File: src/rtl/eckf_pkg.sv
// Shared types, constants and codes for the elevation cell fusion unit.
package eckf_pkg;

    localparam int GRID_COLS_DEF = 64;
    localparam int GRID_ROWS_DEF = 64;
    localparam int FRAC_BITS_DEF = 16;
    localparam int QUEUE_DEPTH   = 2;

    typedef enum logic [1:0] {
        ST_OUTSIDE = 2'd0,
        ST_INSERT  = 2'd1,
        ST_FUSE    = 2'd2
    } status_t;

    typedef enum logic [1:0] {
        REG_ORIGIN_X   = 2'd0,
        REG_ORIGIN_Y   = 2'd1,
        REG_CELL_SHIFT = 2'd2
    } reg_idx_t;

    typedef struct packed {
        logic signed [31:0] pos_x;
        logic signed [31:0] pos_y;
        logic signed [31:0] meas_height;
        logic        [31:0] meas_variance;
    } item_in_t;

    typedef struct packed {
        logic [1:0]         status;
        logic [5:0]         cell_col;
        logic [5:0]         cell_row;
        logic signed [31:0] new_height;
        logic        [31:0] new_variance;
    } item_out_t;

    // Classified landmark handed from front to back end
    typedef struct packed {
        logic               in_grid;
        logic [11:0]        col;
        logic [11:0]        row;
        logic signed [31:0] meas_height;
        logic        [31:0] meas_variance;
    } task_t;

    typedef enum logic [2:0] {
        BK_IDLE,
        BK_READ,
        BK_PREP,
        BK_MUL,
        BK_DIV,
        BK_DONE
    } back_state_t;

endpackage

File: src/rtl/eckf_queue.sv
// Short queue between the front and back ends.
module eckf_queue
    import eckf_pkg::*;
(
    input  logic  clk,
    input  logic  rst_n,
    input  logic  push,
    input  task_t push_data,
    output logic  push_ok,
    output logic  pop_valid,
    output task_t pop_data,
    input  logic  pop
);

    localparam int PW = $clog2(QUEUE_DEPTH);

    task_t          slot_reg [QUEUE_DEPTH];
    logic [PW-1:0]  wp_reg, rp_reg;
    logic [PW:0]    cnt_reg;
    logic           do_push, do_pop;

    assign do_push   = push && (cnt_reg != (PW+1)'(QUEUE_DEPTH));
    assign do_pop    = pop && (cnt_reg != '0);
    assign push_ok   = do_push;
    assign pop_valid = (cnt_reg != '0);
    assign pop_data  = slot_reg[rp_reg];

    // Pointers and fill count
    always_ff @(posedge clk or negedge rst_n)
    begin
        if (!rst_n)
        begin
            wp_reg  <= '0;
            rp_reg  <= '0;
            cnt_reg <= '0;
        end
        else
        begin
            if (do_push)
                wp_reg <= wp_reg + 1'b1;
            if (do_pop)
                rp_reg <= rp_reg + 1'b1;
            cnt_reg <= cnt_reg + (PW+1)'(do_push) - (PW+1)'(do_pop);
        end
    end

    always_ff @(posedge clk)
    begin
        if (do_push)
            slot_reg[wp_reg] <= push_data;
    end

endmodule

File: config.mk
export PLATFORM = sky130hd
export DESIGN_NAME = eckf_queue
export DESIGN_NICKNAME = d
export VERILOG_FILES = /design/src/rtl/eckf_pkg.sv /design/src/rtl/eckf_queue.sv
export SDC_FILE = /design/constraint.sdc
export NUM_CORES = 1
export LEC_CHECK = 0
export BUFFER_PORTS_ARGS = -buffer_cell sky130_fd_sc_hd__buf_4
export CAP_MARGIN = 20
export CORE_UTILIZATION = 53
export DETAILED_ROUTE_END_ITERATION = 16
export GPL_TIMING_DRIVEN = 0
export PLACE_DENSITY_LB_ADDON = 0.2
export SLEW_MARGIN = 20
export SYNTH_ARGS = -nofsm -noshare
export SYNTH_HDL_FRONTEND = slang
export SYNTH_SLANG_ARGS = --single-unit
File: constraint.sdc
create_clock -name clk -period 6.55 [get_ports clk]
set_input_delay 0.9825 -clock clk [delete_from_list [all_inputs] [get_ports clk]]
set_output_delay 0.9825 -clock clk [all_outputs]
set_load 0.005 [all_outputs]
; ---- Word-level counts from Yosys, hierarchy flattened
; Memories as Yosys holds them, arrays and structs flattened.
; Cells that the tools add are included.
[op_classes]
add_sub_neg = 4
muxes = 2
n_eq_ne = 1
reduce_logical = 3
[ops]
columns = operator, n
row1 = 1-bit adder (second input constant), 2
row2 = 2-bit by 1-bit adder with 2-bit output, 1
row3 = 1-bit logical AND, 2
row4 = 1-bit 2-to-1 mux, 2
row5 = 2-bit inequality test (second input constant), 1
row6 = 2-bit nonzero test, 1
row7 = 2-bit by 1-bit subtractor with 2-bit output, 1
[totals]
n_memories = 1
ram_bits = 178
inputBits = 93
wordCells = 14
out_inout_bits = 91
register_bits = 4
[memory_table]
columns = memory, depth, width, read_ports, rd_ports_with_merged_regs, write_ports, line
row1 = slot_reg, 2, 89, 1, 0, 1, eckf_queue.sv:17  ; task_t slot_reg [QUEUE_DEPTH];

; ---- Logic depth before layout (Yosys ltp)
[logic_depth]
ltp_word = 4
mapped_depth = 7
mapped_depth_nobuf = 7

; ---- Least setup slack after synthesis
; No wires, ideal clock.
[synth_path]
path_type = input-to-reg
from = in push
to = mem slot_reg[0][0] in the netlist's numbering (enable)
setup_time_ns = 0.537
arrival_ns = 4.766
setup_slack_ns = 1.247
n_path_buf = 0
required_ns = 6.013
path_stages = 2
cell_sequence = o21ai_2 -> nor2_1
[synth_via]
elab_chain_len = 3
[synth_lines]
columns = item, line
row1 = start: declaration, eckf_queue.sv:7  ; input logic push,
row2 = 1-bit logical AND, eckf_queue.sv:22  ; assign do_push = push && (cnt_reg != (PW+1)'(QUEUE_DEPTH));
row3 = 1-bit 2-to-1 mux, eckf_queue.sv:49  ; if (do_push)
row4 = 1-bit 2-to-1 mux (implied by the code), eckf_queue.sv:50  ; slot_reg[wp_reg] <= push_data;
row5 = end: declaration, eckf_queue.sv:17
; No other way between the ends.

==> flow_metrics.tcl <==
set metrics [dict create \
    run_status "completed" \
    fin_worst_skew_ns 0.00613 \
    grt_pass1_wl_mm 19.6 \
    grt_pass1_vias 3684 \
    grt-ovfl-total 0 \
    fp.dieW_um 118 \
    dp.cells 660 \
    cts_num_sinks 182 \
    cts_resized 0 \
    busiest_layer "met2" \
    ios 184 \
    core_mm2 0.0128 \
    avgRoutedWirePerCell_um 18.3 \
    slew_headroom 0.701 \
    htree_levels 4 \
    total_power_w 0.00430 \
    synth.cell_area_mm2 0.00708 \
    final-max-slew-violation-count 0 \
    postSynthRegisterBits 182 \
    switchingPower_w 0.00109 \
    wirelength_mm 12.6 \
    cts_root_buf "clkbuf_16" \
    drc 0 \
    ir_worst_vdd_mv 0.336 \
    clk_path_buf_depth 2 \
    finalSetupViolations 0 \
    internal-power_w 0.00321 \
    insertion_delay_ns 0.42 \
    rows 41 \
    grt.met2_usage 0.323 \
    hold_viol 0 \
    cp.required_ns 5.57 \
    critPathCaptureType "output pin" \
    p_sw_frac 0.253 \
    syn_inst 297 \
    grt_usage 0.192 \
    fin_crit_ns 2.64 \
    path_clk_slew_ns 0.06 \
    io_buffers 183 \
    fp.dieArea_mm2 0.0138 \
    tritoncts "done" \
    vias_per_cell 5.00 \
    seq_power_share 0.386 \
    p_comb_frac 0.362 \
    ctsHoldBuffers 0 \
    vias 3462 \
    layout_setup_ws_ns 3.91 \
    grt.met3_usage 0.0790 \
    p_clk_frac 0.251 \
    antenna_cells 0 \
    tightest_slew_ns 0.447 \
    mostFrequentLayoutCells "buf_4, edfxtp_1, mux2_4, clkbuf_16, buf_12" \
    yosysWarnings 0 \
    drt_iter0_markers 218 \
    cts-buffers-inserted 17 \
    largest_reg_flops 178 \
    globalRouteMet1Util 0.214 \
    p_leak_nw 3.86 \
    dpl.hpwl_mm 8.73 \
    area_growth_pct 34.5 \
    gp_congestion 0.701 \
    power_density_mw_per_mm2 451 \
    initial_utilization 0.552 \
    post_cts.repair.setup_buffers 0 \
    synth_area_per_cell_um2 23.8 \
    critPathMaxFanout 10 \
    antenna_left 0 \
    final-instance-count-excl-fill 692 \
    grt_max_degree 27 \
    drive_gt1_frac 0.621 \
    fin_nets 602 \
    rsz0062_at_grt "false" \
    synth_seq_area_share 0.769 \
    dr.pass1.iters 4 \
    antenna_found_initial 0 \
    max_freq_ghz 0.379 \
    max_cap_violations 0 \
    finish.utilization 0.743 \
    synth_fp_nets 392 \
    synthDistinctLibCells 13 \
    final_common_cell "buf_4" \
    min-delay-path-class "input port to asynchronous set/reset pin" \
    place_ws_ns 4.05 \
    fin_crit_sh 0.402 \
    cp.arrival_ns 1.65 \
    crit_path_start_kind "register" \
    critPathKind "register to output pin" \
    fp.dieH_um 118 \
]
[area by class of cell]
| type | count | area (um2) |
|---|---|---|
| Clock buffer | 18 | 429 |
| Multi-Input combinational cell | 100 | 1440 |
| Tap cell | 172 | 215 |
| Timing Repair Buffer | 191 | 1580 |
| Inverter | 5 | 18.8 |
| Buffer | 10 | 191 |
| Clock inverter | 14 | 205 |
| Fill cell | 782 | 3300 |
| Sequential cell | 182 | 5450 |
[logic make-up after synthesis]
kind of cell | count (synthesis) | synth area share
xor+xnor | 4 | 0.00495
mux | 89 | 0.189
fa+ha+maj | 2 | 0.00353
simple gates | 4 | 0.00318
compound gates | 1 | 0.00124
buf+inv | 15 | 0.0297
flops | 182 | 0.769
[critical path: stages (launching register included)]
cell and delay, ns:
dfrtp_1 0.35, buf_6 0.24, buf_12 0.19, mux2_4 0.30, buf_4 0.15
[Yosys cell counts]
cell	instances	area (um2)
inv_1	5	18.8
xnor2_1	3	26.3
nor2_1	2	7.51
dfrtp_1	4	100
buf_12	9	180
ha_1	2	25.0
or2_1	1	6.26
and2_4	1	8.76
buf_6	1	11.3
mux2_4	89	1340
xor2_1	1	8.76
edfxtp_1	178	5350
o21ai_2	1	8.76
[power groups by stage]
stage | combinational, W | clock, W | sequential, W
3_5_place_dp | 0.00157 | 0 | 0.00169
5_1_grt | 0.00166 | 0.00114 | 0.00168
4_1_cts | 0.00158 | 0.00110 | 0.00166
6_report | 0.00156 | 0.00108 | 0.00166
3_3_place_gp | 0.00144 | 0 | 0.00173
2_1_floorplan | 0.000892 | 0 | 0.00170
[per-stage QoR]
stage | hold WS (ns) | cell area, um2 | setup TNS, ns
4_1_cts | 0.333 | 9530 | 0
2_1_floorplan | 0.459 | 7080 | 0
5_1_grt | 0.333 | 9530 | 0
6_report | 0.347 | 9530 | 0
3_3_place_gp | 0.476 | 8670 | -147.05
3_5_place_dp | 0.493 | 8890 | 0
[final timing paths]
check / cells past startpoint / startpoint / slack, ns / to
max in group asynchronous: 1 / rst_n / 6.10 / wp_reg
worst min register to register: 1 / cnt_reg[1] / 0.50 / cnt_reg[1]
worst max-delay path: 4 / rp_reg / 3.91 / pop_data[30]
worst min-delay path: 1 / rst_n / 0.35 / cnt_reg[0]
min in group clk: 1 / cnt_reg[1] / 0.50 / cnt_reg[1]
worst max register to register: 5 / cnt_reg[1] / 4.81 / slot_reg[1][24]
[metal layers]
metal,share of wire,vias up,routed length [um]
met4,0.023,0,285
met2,0.52,129,6560
met1,0.37,1726,4730
li1,-,1585,-
met5,0,-,0
met3,0.084,22,1060
Note: power is estimated with default switching activity, not from simulation.
