==> src/rtl/eckf_pkg.sv <==
// Shared types, constants and codes for the elevation cell fusion unit.
package eckf_pkg;

    localparam int GRID_COLS_DEF = 64;
    localparam int GRID_ROWS_DEF = 64;
    localparam int FRAC_BITS_DEF = 16;
    localparam int QUEUE_DEPTH   = 2;

    typedef enum logic [1:0] {
        ST_OUTSIDE = 2'd0,
        ST_INSERT  = 2'd1,
        ST_FUSE    = 2'd2
    } status_t;

    typedef enum logic [1:0] {
        REG_ORIGIN_X   = 2'd0,
        REG_ORIGIN_Y   = 2'd1,
        REG_CELL_SHIFT = 2'd2
    } reg_idx_t;

    typedef struct packed {
        logic signed [31:0] pos_x;
        logic signed [31:0] pos_y;
        logic signed [31:0] meas_height;
        logic        [31:0] meas_variance;
    } item_in_t;

    typedef struct packed {
        logic [1:0]         status;
        logic [5:0]         cell_col;
        logic [5:0]         cell_row;
        logic signed [31:0] new_height;
        logic        [31:0] new_variance;
    } item_out_t;

    // Classified landmark handed from front to back end
    typedef struct packed {
        logic               in_grid;
        logic [11:0]        col;
        logic [11:0]        row;
        logic signed [31:0] meas_height;
        logic        [31:0] meas_variance;
    } task_t;

    typedef enum logic [2:0] {
        BK_IDLE,
        BK_READ,
        BK_PREP,
        BK_MUL,
        BK_DIV,
        BK_DONE
    } back_state_t;

endpackage

==> src/rtl/eckf_front.sv <==
// Front end: subtracts the grid origin, maps to a cell and classifies.
module eckf_front
    import eckf_pkg::*;
#(
    parameter int GRID_COLS = GRID_COLS_DEF,
    parameter int GRID_ROWS = GRID_ROWS_DEF
)
(
    input  logic               clk,
    input  logic               rst_n,
    input  logic               in_valid,
    input  item_in_t           in_item,
    input  logic signed [31:0] origin_x,
    input  logic signed [31:0] origin_y,
    input  logic [4:0]         cell_shift,
    output logic               task_valid,
    output task_t              task_data,
    input  logic               task_pop
);

    logic signed [32:0] dx, dy;
    logic [32:0]        colw, roww;
    task_t              cls;
    logic               full_reg, full_next;
    task_t              data_reg;

    // Cell mapping
    always_comb
    begin
        dx   = 33'(signed'(in_item.pos_x)) - 33'(signed'(origin_x));
        dy   = 33'(signed'(in_item.pos_y)) - 33'(signed'(origin_y));
        colw = 33'(dx) >> cell_shift;
        roww = 33'(dy) >> cell_shift;
        cls.in_grid = !dx[32] && !dy[32] &&
                      (colw < 33'(GRID_COLS)) && (roww < 33'(GRID_ROWS));
        cls.col = colw[11:0];
        cls.row = roww[11:0];
        cls.meas_height   = in_item.meas_height;
        cls.meas_variance = in_item.meas_variance;
    end

    // One-entry hold stage toward the queue
    always_comb
    begin
        full_next = full_reg;
        if (task_pop)
            full_next = 1'b0;
        if (in_valid)
            full_next = 1'b1;
    end

    always_ff @(posedge clk or negedge rst_n)
    begin
        if (!rst_n)
            full_reg <= 1'b0;
        else
            full_reg <= full_next;
    end

    always_ff @(posedge clk)
    begin
        if (in_valid)
            data_reg <= cls;
    end

    assign task_valid = full_reg;
    assign task_data  = data_reg;

endmodule

==> config.mk <==
export PLATFORM = sky130hd
export DESIGN_NAME = eckf_front
export DESIGN_NICKNAME = d
export VERILOG_FILES = /design/src/rtl/eckf_pkg.sv /design/src/rtl/eckf_front.sv
export SDC_FILE = /design/constraint.sdc
export NUM_CORES = 1
export LEC_CHECK = 0
export ABC_CLOCK_PERIOD_IN_PS = 1600
export BUFFER_PORTS_ARGS = -buffer_cell sky130_fd_sc_hd__buf_2
export CAP_MARGIN = 0
export CORE_MARGIN = 4
export CORE_UTILIZATION = 40
export CTS_CLUSTER_SIZE = 16
export DETAILED_ROUTE_END_ITERATION = 8
export PLACE_DENSITY_LB_ADDON = 0.08
export SLEW_MARGIN = 30
export SYNTH_ARGS = -nofsm -noshare
export SYNTH_HDL_FRONTEND = slang
export SYNTH_SLANG_ARGS = --single-unit
==> constraint.sdc <==
create_clock -name clk -period 1.6 [get_ports clk]
set_input_delay 0 -clock clk [delete_from_list [all_inputs] [get_ports clk]]
set_output_delay 0 -clock clk [all_outputs]
set_load 0.03 [all_outputs]
=== Word level (Yosys, flattened, before mapping) ===
Cells that the tools add are included.

* $add $sub $neg: 2
* Magnitude comparators: 2
* Shift operators: 2
* Muxes and demuxes: 2
* Reductions and logical operators: 6

{| class="wikitable"
|+ Operator list
! cell !! number
|-
| 33-bit by 7-bit less-than comparator with 1-bit output, second input constant || 2
|-
| 33-bit by 5-bit >> shifter with 33-bit output || 2
|-
| 32-bit by 32-bit subtractor with 33-bit output || 2
|-
| 1-bit logical AND || 3
|-
| 1-bit zero test || 2
|-
| 1-bit 2-to-1 mux || 2
|-
| 2-bit nonzero test || 1
|}

* Bits in registers: 90
* Input bits: 201
* Logic and storage cells: 20

=== Longest topological paths before layout ===
Gate-level depths: netlist of run 1.

* Depth after elaboration: 5
* Depth in mapped cells: 17
* Mapped depth without buffers: 17

=== Worst setup path after synthesis of run 1 ===
Ideal clock, no wire load.

* Path type: input to register
* From: input in_item[64] (netlist name)
* To: register data_reg, in the netlist task_data[88], data pin
* Arrival: 3.777 ns
* Required time: 1.430 ns
* Slack: -2.346 ns
* Stages: 17
* Buffers on the path: 0
* Cell sequence: inv_1 > ha_1 > inv_1 > fa_1 > a211oi_2 > o211ai_1 > a22o_1 > o311ai_1 > nand2_1 > or4_4 > mux2i_4 > nor2_1 > or3_1 > or4b_1 > nor4b_2 > a41oi_1 > nor4_2

{| class="wikitable"
|+ RTL lines
! item !! line !! RTL
|-
| start: declaration || eckf_front.sv:12 || <nowiki>input item_in_t in_item,</nowiki>
|-
| end signal: assignment || eckf_front.sv:63 || <nowiki>data_reg <= cls;</nowiki>
|-
| end: declaration || eckf_front.sv:25 || <nowiki>task_t data_reg;</nowiki>
|}

==> results of run 1 <==
-- routing by layer --
layer | global-route usage, % | vias to the layer above | routed length (um)
met1 | 42.4 | 6917 | 21800
li1 | - | 6917 | -
met3 | 4.09 | 86 | 3610
met2 | 52.7 | 646 | 23600
met5 | 0 | - | 0
met4 | 7.35 | 0 | 1080
-- state kept, by name, summed over array words and instances, names as in the netlist --
name / cells
task_data: 89
task_valid: 1
-- cells in the final DEF (no fill, tap or decap), types with 9 or more instances in the layout --
cell	netlist	final
mux2i_1	54	46
nor2_1	137	120
clkbuf_16	0	9
o21a_1	18	18
o21bai_1	10	9
nand4_1	22	22
a21o_1	16	16
a211oi_1	36	25
o211ai_1	29	29
nand3_1	21	18
o21ai_2	3	20
nor2_2	1	9
o22ai_1	15	10
inv_1	84	66
mux4_2	9	9
nor3_1	25	17
inv_2	0	11
a21oi_2	2	27
o21ai_1	17	31
nor2_4	0	9
buf_6	0	38
a21oi_1	111	79
nand2_1	151	133
and2_1	10	9
ha_4	0	35
buf_4	0	513
a31oi_1	17	11
or3_1	15	14
xor2_1	20	14
dlygate4sd3_1	0	67
nand2_2	0	15
ha_1	64	28
xnor2_1	25	23
buf_2	8	284
o21ai_0	75	38
edfxtp_1	89	89
-- kinds of logic (layout without fill, tap and decap cells) --
logic type	Yosys count	in the layout	share of synthesized area, %
mux	79	79	8.56
buf+inv	157	1012	5.49
xor+xnor	46	46	3.76
fa+ha+maj	66	66	7.70
compound gates	485	485	30.8
flops	90	90	24.7
simple gates	440	440	18.9
-- area by class of cell --
cell class                 instances  area share (%)
sequential                        90            13.7
timing repair buffer             909            32.9
clock inverter                     5           0.272
tap                              341            2.16
multi-input combinational       1116            47.9
clock buffer                      11            1.18
inverter                          87            1.93
-- timing repair --
item                                   CTS  global route
gates resized for setup                147           130
endpoints found under the hold margin   66             0
setup endpoints to repair               25            25
cloned                                   0             0
hold buffers                            67             0
pin swaps                               58            62
buffers inserted                        31            29
-- power by group --
group          internal (mW)  switching [mW]  total [mW]
Combinational           4.61            4.91        9.52
Sequential              2.87          0.0817        2.95
Clock                   1.21           0.834        2.04
-- through the flow --
step | total power, mW | util [%] | area (um2)
6_report | 14.5 | 73.5 | 19800
5_1_grt | 15.2 | 73.5 | 19800
4_1_cts | 13.8 | 70.7 | 19000
3_5_place_dp | 11.0 | 63.9 | 17200
3_3_place_gp | 10.9 | 63.9 | 17200
2_1_floorplan | 7.11 | - | 11700
-- critical path, delay by kind of cell --
family                   cells  cell delay (ns)
AND/OR/NAND/NOR              7             1.96
AO/OA/AOI/OAI                5             1.17
adder cells (fa/ha/maj)      2             0.52
multiplexers                 1             0.20
buffers and inverters        3             0.19
-- final timing paths --
kind                             start            end  slack [ns]
setup / recovery           in_item[64]  task_data[88]       -2.28
hold / removal                in_valid  task_data[51]        0.15
setup reg to reg            task_valid     task_valid        0.90
hold reg to reg             task_valid     task_valid        0.54
max in group asynchronous        rst_n     task_valid        0.98
min in group asynchronous        rst_n     task_valid        0.51
==> flow_metrics.py, run 1 <==
metrics = {
    "synth": {
        "yosysWarnings": 0,
        "syn_inst": 1363,
        "synthArstFlopShare_pct": 1.11,
        "syn_nets": 1630,
        "synthFlopType": "edfxtp_1",
        "seq_area_frac_synth_pct": 24.7,
        "ys_ff_latch": 90,
        "ys_types": 97,
        "yosysTopAreaCell": "edfxtp_1",
        "synthTopCellsByCount": "nand2_1 (151), nor2_1 (137), a21oi_1 (111)",
        "syn_area_um2": 10900,
        "synth_top_area_share_pct": 24.5,
        "synth-edff-count": 89,
        "yosysMostFrequentCell": "nand2_1",
        "synthesis.area_per_instance_um2": 8.01,
        "ys_top_cells_by_area": "edfxtp_1 (24%), ha_1 (7.3%), nand2_1 (5.2%)",
    },
    "route": {
        "postRouteAntennaNets": 0,
        "vias_per_cell": 5.69,
        "wl_per_cell_um": 19.6,
        "route.final.wire_length_mm": 50.2,
        "first_pass_iters": 5,
        "num_vias": 14600,
        "post-route-drc-count": 0,
        "drt_iter0_markers": 1171,
    },
    "timing": {
        "worstMarginPinSlew_ns": 0.523,
        "max_freq_ghz": 0.257,
        "rsz0062_at_grt": "yes",
        "final_hold_viol_count": 0,
        "slew_violations": 0,
        "setup_ws_ns": -2.28,
        "setup_viol": 25,
        "worst_hold_slack_ns": 0.148,
        "fin_skew_ns": 0,
        "timing.final.crit_share_pct": 243,
        "fin_tns_setup_ns": -37.31,
        "layout_min_cycle_time_ns": 3.88,
        "slew_headroom_pct": 64.1,
    },
    "worst_setup_path": {
        "r2r_cells": 1,
        "cp.arrival_ns": 4.04,
        "cp.required_ns": 1.76,
        "path_cells": "buf_8, inv_12, ha_4, inv_2, fa_2, a211oi_2, o211ai_1, a22o_1, o311ai_2, nand2_1, or4_4, mux2i_4, nor2_1, or3_1, or4b_1, nor4b_2, a41oi_1, nor4_2",
        "path_max_fanout": 4,
        "slowest_stage": "or4b_1",
        "critPathKind": "input pin to flop",
        "critPathLaunchType": "input pin",
        "max_stage_delay_ns": 0.55,
        "endpoint_kind": "flop",
    },
    "outcome": {
        "violations": "negative setup slack",
        "status": "finished, violations left",
    },
    "worst_hold_path": {
        "hold_depth": 1,
        "hold_path.class": "input pin to flop",
    },
    "grt": {
        "antenna_found_initial": 0,
        "grt_pass1_wl_mm": 76.7,
        "grt_pass1_vias": 14200,
        "grt-ovfl-total": 0,
        "grt_max_degree": 36,
        "grt_use_total_pct": 31.1,
    },
    "clock_tree": {
        "ctsHtreeMaxLevel": 3,
        "cts_sinks": 90,
        "numCtsBuffers": 9,
        "cts.path.max_buffers": 2,
        "cts-root-buf": "clkbuf_16",
        "cts_tree": "done",
        "clk_latency_ns": 0.33,
        "cts.reportedPaths.clkPinSlew_ns": 0.06,
    },
    "cells_and_area": {
        "final_cells": 2559,
        "regArea_um2": 2700,
        "n_antenna_cell": 0,
        "multi_input_area_um2": 9460,
        "drive_gt1_share_pct": 52.4,
        "syn2layout_area_growth_pct": 81.0,
        "fill_cells": 2063,
        "nNetsFinal": 2480,
    },
    "floorplan": {
        "die_x_um": 173,
        "start_util_pct": 40.6,
        "dieArea_um2": 30000,
        "die_height_um": 173,
        "core-area_um2": 26900,
        "io_pins": 291,
        "row_count": 60,
    },
    "power": {
        "ir_worst_vdd_v": 0.000513,
        "powerDensity_nw_per_um2": 735,
        "power_leakage_nw": 8.76,
    },
    "job": {
        "cap_violations": 0,
    },
    "placement": {
        "dp_cells": 2436,
        "gp_congestion": 0.975,
        "portBuffers": 290,
        "pre_cts_ws_ns": -2.77,
        "dpl.hpwl_mm": 38.9,
    },
}
(Power assumes the default switching activity.)
==> inputs of run 2 (changes only) <==
--- a/config.mk
+++ b/config.mk
@@ -6,14 +6,13 @@
 export NUM_CORES = 1
 export LEC_CHECK = 0
 export ABC_CLOCK_PERIOD_IN_PS = 1600
-export BUFFER_PORTS_ARGS = -buffer_cell sky130_fd_sc_hd__buf_2
+export BUFFER_PORTS_ARGS = -buffer_cell sky130_fd_sc_hd__buf_4
 export CAP_MARGIN = 0
 export CORE_MARGIN = 4
 export CORE_UTILIZATION = 40
 export CTS_CLUSTER_SIZE = 16
 export DETAILED_ROUTE_END_ITERATION = 8
 export PLACE_DENSITY_LB_ADDON = 0.08
-export SLEW_MARGIN = 30
 export SYNTH_ARGS = -nofsm -noshare
 export SYNTH_HDL_FRONTEND = slang
 export SYNTH_SLANG_ARGS = --single-unit
==> run 2 against run 1 <==
  * The flow still finishes with violations (negative setup slack)
  * Via count about the same
  * Worst setup slack improved by 0.00091 ns
  * Flip-flop and latch count did not move
  * Clock power rose by 12%
  * Global-route usage grew 0.90 points
  * Clock-buffer cell count is 1 higher
  * Combinational power up 1%
  * Non-clock buffer count rose by 9
  * Power rose by 2.6%
  * Register-to-register slack gained 0.03 ns
  * Critical path type unchanged
  * Highest routed layer unchanged
==> flow_metrics.py, run 2 (synthesized netlist as in run 1, its figures left out) <==
metrics = {
    "grt": {
        "grt_max_degree": 36,
        "grt_pass1_vias": 14400,
        "antenna_found_initial": 0,
        "grt-ovfl-total": 0,
        "grt_pass1_wl_mm": 78.9,
        "grt_use_total_pct": 32.0,
    },
    "cells_and_area": {
        "multi_input_area_um2": 9240,
        "drive_gt1_share_pct": 52.0,
        "n_antenna_cell": 0,
        "fill_cells": 1941,
        "largest_reg_flops": 89,
        "nNetsFinal": 2489,
        "final_common_cell": "buf_4",
        "final_area_um2": 20400,
        "final_cell_mix": "buf_4 (800), nand2_1 (134), nor2_1 (121), edfxtp_1 (89), a21oi_1 (79)",
        "regArea_um2": 2700,
        "final_cells": 2568,
        "syn2layout_area_growth_pct": 86.9,
    },
    "timing": {
        "fin_tns_setup_ns": -38.22,
        "worst_hold_slack_ns": 0.146,
        "final_hold_viol_count": 0,
        "rsz0062_at_grt": "yes",
        "worstMarginPinSlew_ns": 0.615,
        "timing.final.crit_share_pct": 243,
        "fin_skew_ns": 0,
        "max_freq_ghz": 0.258,
        "slew_headroom_pct": 57.8,
        "setup_ws_ns": -2.28,
        "setup_viol": 25,
        "slew_violations": 0,
        "layout_min_cycle_time_ns": 3.88,
    },
    "power": {
        "powerDensity_nw_per_um2": 730,
        "power_leakage_nw": 9.01,
        "ir_worst_vdd_v": 0.000578,
    },
    "worst_setup_path": {
        "timing.rr.start": "task_valid",
        "ff2ff_setup_slack_ns": 0.93,
        "cp.required_ns": 1.77,
        "r2r_end": "task_valid",
        "r2r_cells": 1,
        "path_max_fanout": 5,
        "critPathKind": "input pin to flop",
        "cp.arrival_ns": 4.06,
        "endpoint_kind": "flop",
        "critPathLaunchType": "input pin",
    },
    "clock_tree": {
        "cts-root-buf": "clkbuf_16",
        "cts_tree": "done",
        "clk_latency_ns": 0.33,
        "numCtsBuffers": 9,
        "cts.path.max_buffers": 2,
        "cts.reportedPaths.clkPinSlew_ns": 0.06,
        "cts_sinks": 90,
        "ctsHtreeMaxLevel": 3,
    },
    "floorplan": {
        "io_pins": 291,
        "core-area_um2": 26900,
        "dieArea_um2": 30000,
        "start_util_pct": 40.6,
        "die_height_um": 173,
        "die_x_um": 173,
        "row_count": 60,
    },
    "route": {
        "postRouteAntennaNets": 0,
        "post-route-drc-count": 0,
        "first_pass_iters": 5,
        "route.final.wire_length_mm": 50.8,
        "drt_iter0_markers": 1320,
        "num_vias": 14600,
        "wl_per_cell_um": 19.8,
        "vias_per_cell": 5.67,
    },
    "placement": {
        "gp_congestion": 1.00,
        "pre_cts_ws_ns": -2.78,
        "dpl_cell_area_um2": 18000,
        "portBuffers": 290,
        "dpl.hpwl_mm": 39.1,
        "dp_cells": 2452,
    },
    "job": {
        "cap_violations": 0,
    },
    "worst_hold_path": {
        "hold_path.class": "input pin to flop",
        "hp-start": "in_valid",
        "min_to": "task_data[60]",
        "hold_depth": 1,
    },
    "outcome": {
        "status": "finished, violations left",
        "violations": "negative setup slack",
    },
}
run 2: how the worst max path moves through the flow:
| stage | start | to | cells past startpoint |
|---|---|---|---|
| finish | in_item[64] | task_data[88] | 16 |
| global route | in_item[64] | task_data[88] | 20 |
| CTS | in_item[64] | task_data[88] | 16 |
| detailed placement | in_item[64] | task_data[88] | 18 |
| global placement | in_item[64] | task_data[88] | 18 |
| floorplan | in_item[64] | task_data[88] | 15 |
run 2: critical path, stage by stage:
cell,delay [ns]
buf_8,0.11
inv_12,0.04
ha_4,0.12
inv_2,0.03
fa_2,0.36
a211oi_4,0.27
o211ai_1,0.20
a22o_2,0.36
o311ai_2,0.22
nand2_1,0.09
or4_4,0.46
mux4_2,0.51
o21bai_1,0.13
or4b_4,0.48
or4_4,0.43
nor4_2,0.24
run 2: report_power, final:
| group | switching [mW] | internal (mW) | total, mW | leakage (nW) |
|---|---|---|---|---|
| logic | 4.86 | 4.78 | 9.64 | 7.98 |
| clock network | 0.867 | 1.42 | 2.28 | 0.153 |
| registers | 0.0902 | 2.87 | 2.96 | 0.881 |
run 2: final cells by class:
type                            instances  share of cell area [%]
Clock buffer                           12                    1.21
Inverter                               87                    1.90
Timing Repair Buffer                  918                    35.9
Multi-Input combinational cell       1116                    45.3
Clock inverter                          4                   0.374
Sequential cell                        90                    13.2
Tap cell                              341                    2.09
run 2: through the flow:
step | total power, mW | util (%)
floorplan | 7.11 | -
global placement | 11.2 | 67.0
finish | 14.9 | 75.9
CTS | 14.2 | 73.8
global route | 15.6 | 75.9
detailed placement | 11.3 | 67.0
run 2: metal layers:
layer  vias to the layer above  part of all wire [%]  wire (um)  track usage, %
met5                         -                     0          0               0
met4                         0                   2.3       1160            6.95
met3                       107                   7.5       3810            4.29
met2                       687                    47      23900            54.9
met1                      6843                    43      21900            43.3
li1                       6928                     -          -               -
run 2: what timing repair did:
item | CTS | global route
gates cloned | 0 | 0
buffers inserted | 26 | 20
endpoints found under the setup margin | 25 | 25
gates resized for setup | 127 | 105
hold buffers | 67 | 0
pin swaps | 51 | 60
hold endpoints to repair | 66 | 0
==> inputs of run 3 (changes only) <==
--- a/config.mk
+++ b/config.mk
@@ -5,6 +5,7 @@
 export SDC_FILE = /design/constraint.sdc
 export NUM_CORES = 1
 export LEC_CHECK = 0
+export ABC_AREA = 1
 export ABC_CLOCK_PERIOD_IN_PS = 1600
 export BUFFER_PORTS_ARGS = -buffer_cell sky130_fd_sc_hd__buf_4
 export CAP_MARGIN = 0
==> run 3 against run 2 <==
  * The flow still finishes with violations (negative setup slack)
  * Sequential share of layout area grew 0.12 points
  * Global-route usage is 4.2 points lower
  * Largest cell class unchanged
  * Flip-flop and latch count unchanged
  * Synthesized cell count increased by 52%
  * Sequential power is essentially flat
  * Critical endpoint unchanged
  * Worst setup slack better by 1.6 ns
==> flow_metrics.py, run 3 <==
metrics = {
    "cells_and_area": {
        "largest_reg_flops": 89,
        "fill_cells": 2649,
        "final_common_cell": "nand2_1",
        "final_area_um2": 20200,
        "multi_input_area_um2": 10400,
        "nNetsFinal": 2896,
        "final_cell_mix": "nand2_1 (597), buf_4 (517), inv_1 (314), nand3_1 (226)",
        "n_antenna_cell": 0,
        "drive_gt1_share_pct": 43.3,
        "regArea_um2": 2700,
        "syn2layout_area_growth_pct": 68.1,
    },
    "worst_setup_path": {
        "worst-path-buf-inv": 4,
        "endpoint_kind": "flop",
        "cpMostUsedCell": "nand2_1",
        "cp.required_ns": 1.80,
        "timing.rr.start": "task_valid",
        "cp.arrival_ns": 2.50,
        "critPathKind": "input pin to flop",
        "path_cells": "buf_8, inv_12, ha_4, inv_4, fa_2, nand2_2, nand2_2, and2_4, nand3b_1, nand3_1, nand2_2, nand3_2, nand3_2, nand2_1, nand2_1, nand2_1, nor2_1, nor2_1, buf_4, nor2_4, nand2_1, a21oi_2, nand3_1, a21oi_2",
        "ff2ff_setup_slack_ns": 0.95,
        "critPathTopFamily": "simple AND/OR/NAND/NOR gates",
        "r2r_cells": 2,
        "slowest_stage": "fa_2",
        "critPathLaunchType": "input pin",
        "path_max_fanout": 3,
        "r2r_end": "task_valid",
        "max_stage_delay_ns": 0.36,
    },
    "synth": {
        "seq_area_frac_synth_pct": 22.4,
        "syn_nets": 2334,
        "syn_area_um2": 12000,
        "yosysWarnings": 0,
        "syn_inst": 2067,
        "ys_top_cells_by_area": "nand2_1 (24%), edfxtp_1 (22%), nand3_1 (16%)",
        "synthTopCellsByCount": "nand2_1 (760), nand3_1 (373), inv_1 (335)",
        "yosysMostFrequentCell": "nand2_1",
        "synth_top_area_share_pct": 23.7,
        "synth-edff-count": 89,
        "synthesis.area_per_instance_um2": 5.82,
        "ys_ff_latch": 90,
        "yosysTopAreaCell": "nand2_1",
        "synthFlopType": "edfxtp_1",
        "ys_types": 44,
        "synthArstFlopShare_pct": 1.11,
    },
    "worst_hold_path": {
        "hp-start": "in_valid",
        "hold_depth": 2,
        "hold_path.class": "input pin to flop",
        "min_to": "task_data[84]",
    },
    "timing": {
        "setup_ws_ns": -0.698,
        "fin_skew_ns": 0,
        "max_freq_ghz": 0.435,
        "worstMarginPinSlew_ns": 0.473,
        "slew_violations": 0,
        "timing.final.crit_share_pct": 144,
        "final_hold_viol_count": 0,
        "layout_min_cycle_time_ns": 2.30,
        "slew_headroom_pct": 68.5,
        "rsz0062_at_grt": "yes",
        "setup_viol": 25,
    },
    "route": {
        "route.final.wire_length_mm": 48.2,
        "vias_per_cell": 5.04,
        "wl_per_cell_um": 16.0,
        "post-route-drc-count": 0,
        "drt_iter0_markers": 1083,
        "num_vias": 15200,
        "first_pass_iters": 5,
        "postRouteAntennaNets": 0,
    },
    "floorplan": {
        "core-area_um2": 29600,
        "io_pins": 291,
        "dieArea_um2": 32900,
        "die_height_um": 181,
        "start_util_pct": 40.6,
        "row_count": 63,
        "die_x_um": 181,
    },
    "grt": {
        "grt_pass1_vias": 14700,
        "top_usage_layer": "met2",
        "met3_usage_pct": 3.65,
        "grt_max_degree": 91,
        "use_met1_pct": 39.9,
        "grt_pass1_wl_mm": 75.5,
        "met2_usage_pct": 44.7,
        "antenna_found_initial": 0,
        "grt-ovfl-total": 0,
        "grt_use_total_pct": 27.8,
    },
    "placement": {
        "pre_cts_ws_ns": -1.31,
        "dpl_cell_area_um2": 16500,
        "dpl.hpwl_mm": 37.7,
        "portBuffers": 290,
        "gp_congestion": 0.973,
    },
    "power": {
        "switching_share_pct": 42.6,
        "pwr-share-seq_pct": 23.4,
        "powerDensity_nw_per_um2": 620,
        "switchingPower_mw": 5.35,
        "combPwrFrac_pct": 61.2,
        "intPower_mw": 7.19,
        "p_clk_share_pct": 15.4,
        "ir_worst_vdd_v": 0.000596,
        "power_leakage_nw": 10.5,
    },
    "outcome": {
        "status": "finished, violations left",
        "violations": "negative setup slack",
    },
    "clock_tree": {
        "numCtsBuffers": 9,
        "cts-root-buf": "clkbuf_16",
        "cts.reportedPaths.clkPinSlew_ns": 0.07,
        "cts.path.max_buffers": 2,
        "ctsHtreeMaxLevel": 3,
        "cts_sinks": 90,
        "clk_latency_ns": 0.33,
        "cts_tree": "done",
    },
    "job": {
        "cap_violations": 0,
    },
}
## run 3: cell count changes in the layout (fill, tap and decap cells not counted), moves of 31 or more
cell,delta
a21oi_1,-56
buf_4,-283
inv_1,+250
mux2i_1,-47
nand2_1,+463
nand2_2,+138
nand2_4,+38
nand3_1,+207
nand3_2,+151
nor2_1,-54
nor2_2,+31
o21ai_0,-31
## run 3: worst max-delay path by stage
stage          cells after the start   startpoint  slack, ns            end
2_1_floorplan                     25  in_item[96]      -0.62  task_data[88]
3_3_place_gp                      19  in_item[84]      -1.40  task_data[88]
3_5_place_dp                      19  in_item[84]      -1.31  task_data[88]
4_1_cts                           26  in_item[96]      -0.63  task_data[88]
5_1_grt                           24  in_item[64]      -0.89  task_data[88]
6_report                          24  in_item[64]      -0.70  task_data[88]
## run 3: area by class of cell
type / count / area share [%]
repair buffers: 614 / 24.8
clock inverters: 5 / 0.204
inverters: 349 / 6.61
well taps: 390 / 2.41
flip-flops and latches: 90 / 13.3
clock buffers: 10 / 1.13
multi-input cells: 1565 / 51.4
## run 3: repair_timing
item	in CTS	in global routing
pin swaps	117	55
hold buffers	67	0
setup buffers	22	7
hold endpoints to repair	66	0
resized for setup	394	187
setup endpoints to repair	25	25
## run 3: cells by family (layout without fill, tap and decap cells)
kind of cell / after synthesis / in the layout / synth area share, %
DFF: 90 / 90 / 22.4
AOI/OAI and AO/OA: 113 / 113 / 5.48
muxes: 2 / 2 / 0.167
xor gates and xnor gates: 19 / 19 / 1.38
adders and majority gates: 66 / 66 / 6.99
buffers and inverters: 412 / 978 / 13.2
and+or+nand+nor: 1365 / 1365 / 50.4
## run 3: metrics by stage
stage	total power, mW	TNS, ns	util, %	std cells	hold slack, ns
after global placement	9.11	-26.67	55.8	2924	-0.222
after floorplan	6.53	-8.55	-	2067	-0.296
after CTS	12.1	-10.71	65.7	3021	0.253
after detailed placement	9.15	-25.57	55.8	2924	-0.218
after global routing	13.4	-14.93	68.2	3023	0.259
final	12.5	-11.58	68.2	3023	0.251
## run 3: routing by layer
layer / vias up / part of all wire (%)
met1: 6968 / 46
li1: 7701 / -
met5: - / 0
met2: 518 / 46
met4: 0 / 1.6
met3: 41 / 6.6
## run 3: power groups by stage
stage / clock, mW / combinational (mW) / sequential, mW
finish: 1.93 / 7.67 / 2.94
global route: 2.09 / 8.34 / 2.95
CTS: 1.97 / 7.20 / 2.94
detailed placement: 0 / 6.16 / 2.99
global placement: 0 / 6.14 / 2.98
floorplan: 0 / 3.12 / 3.40
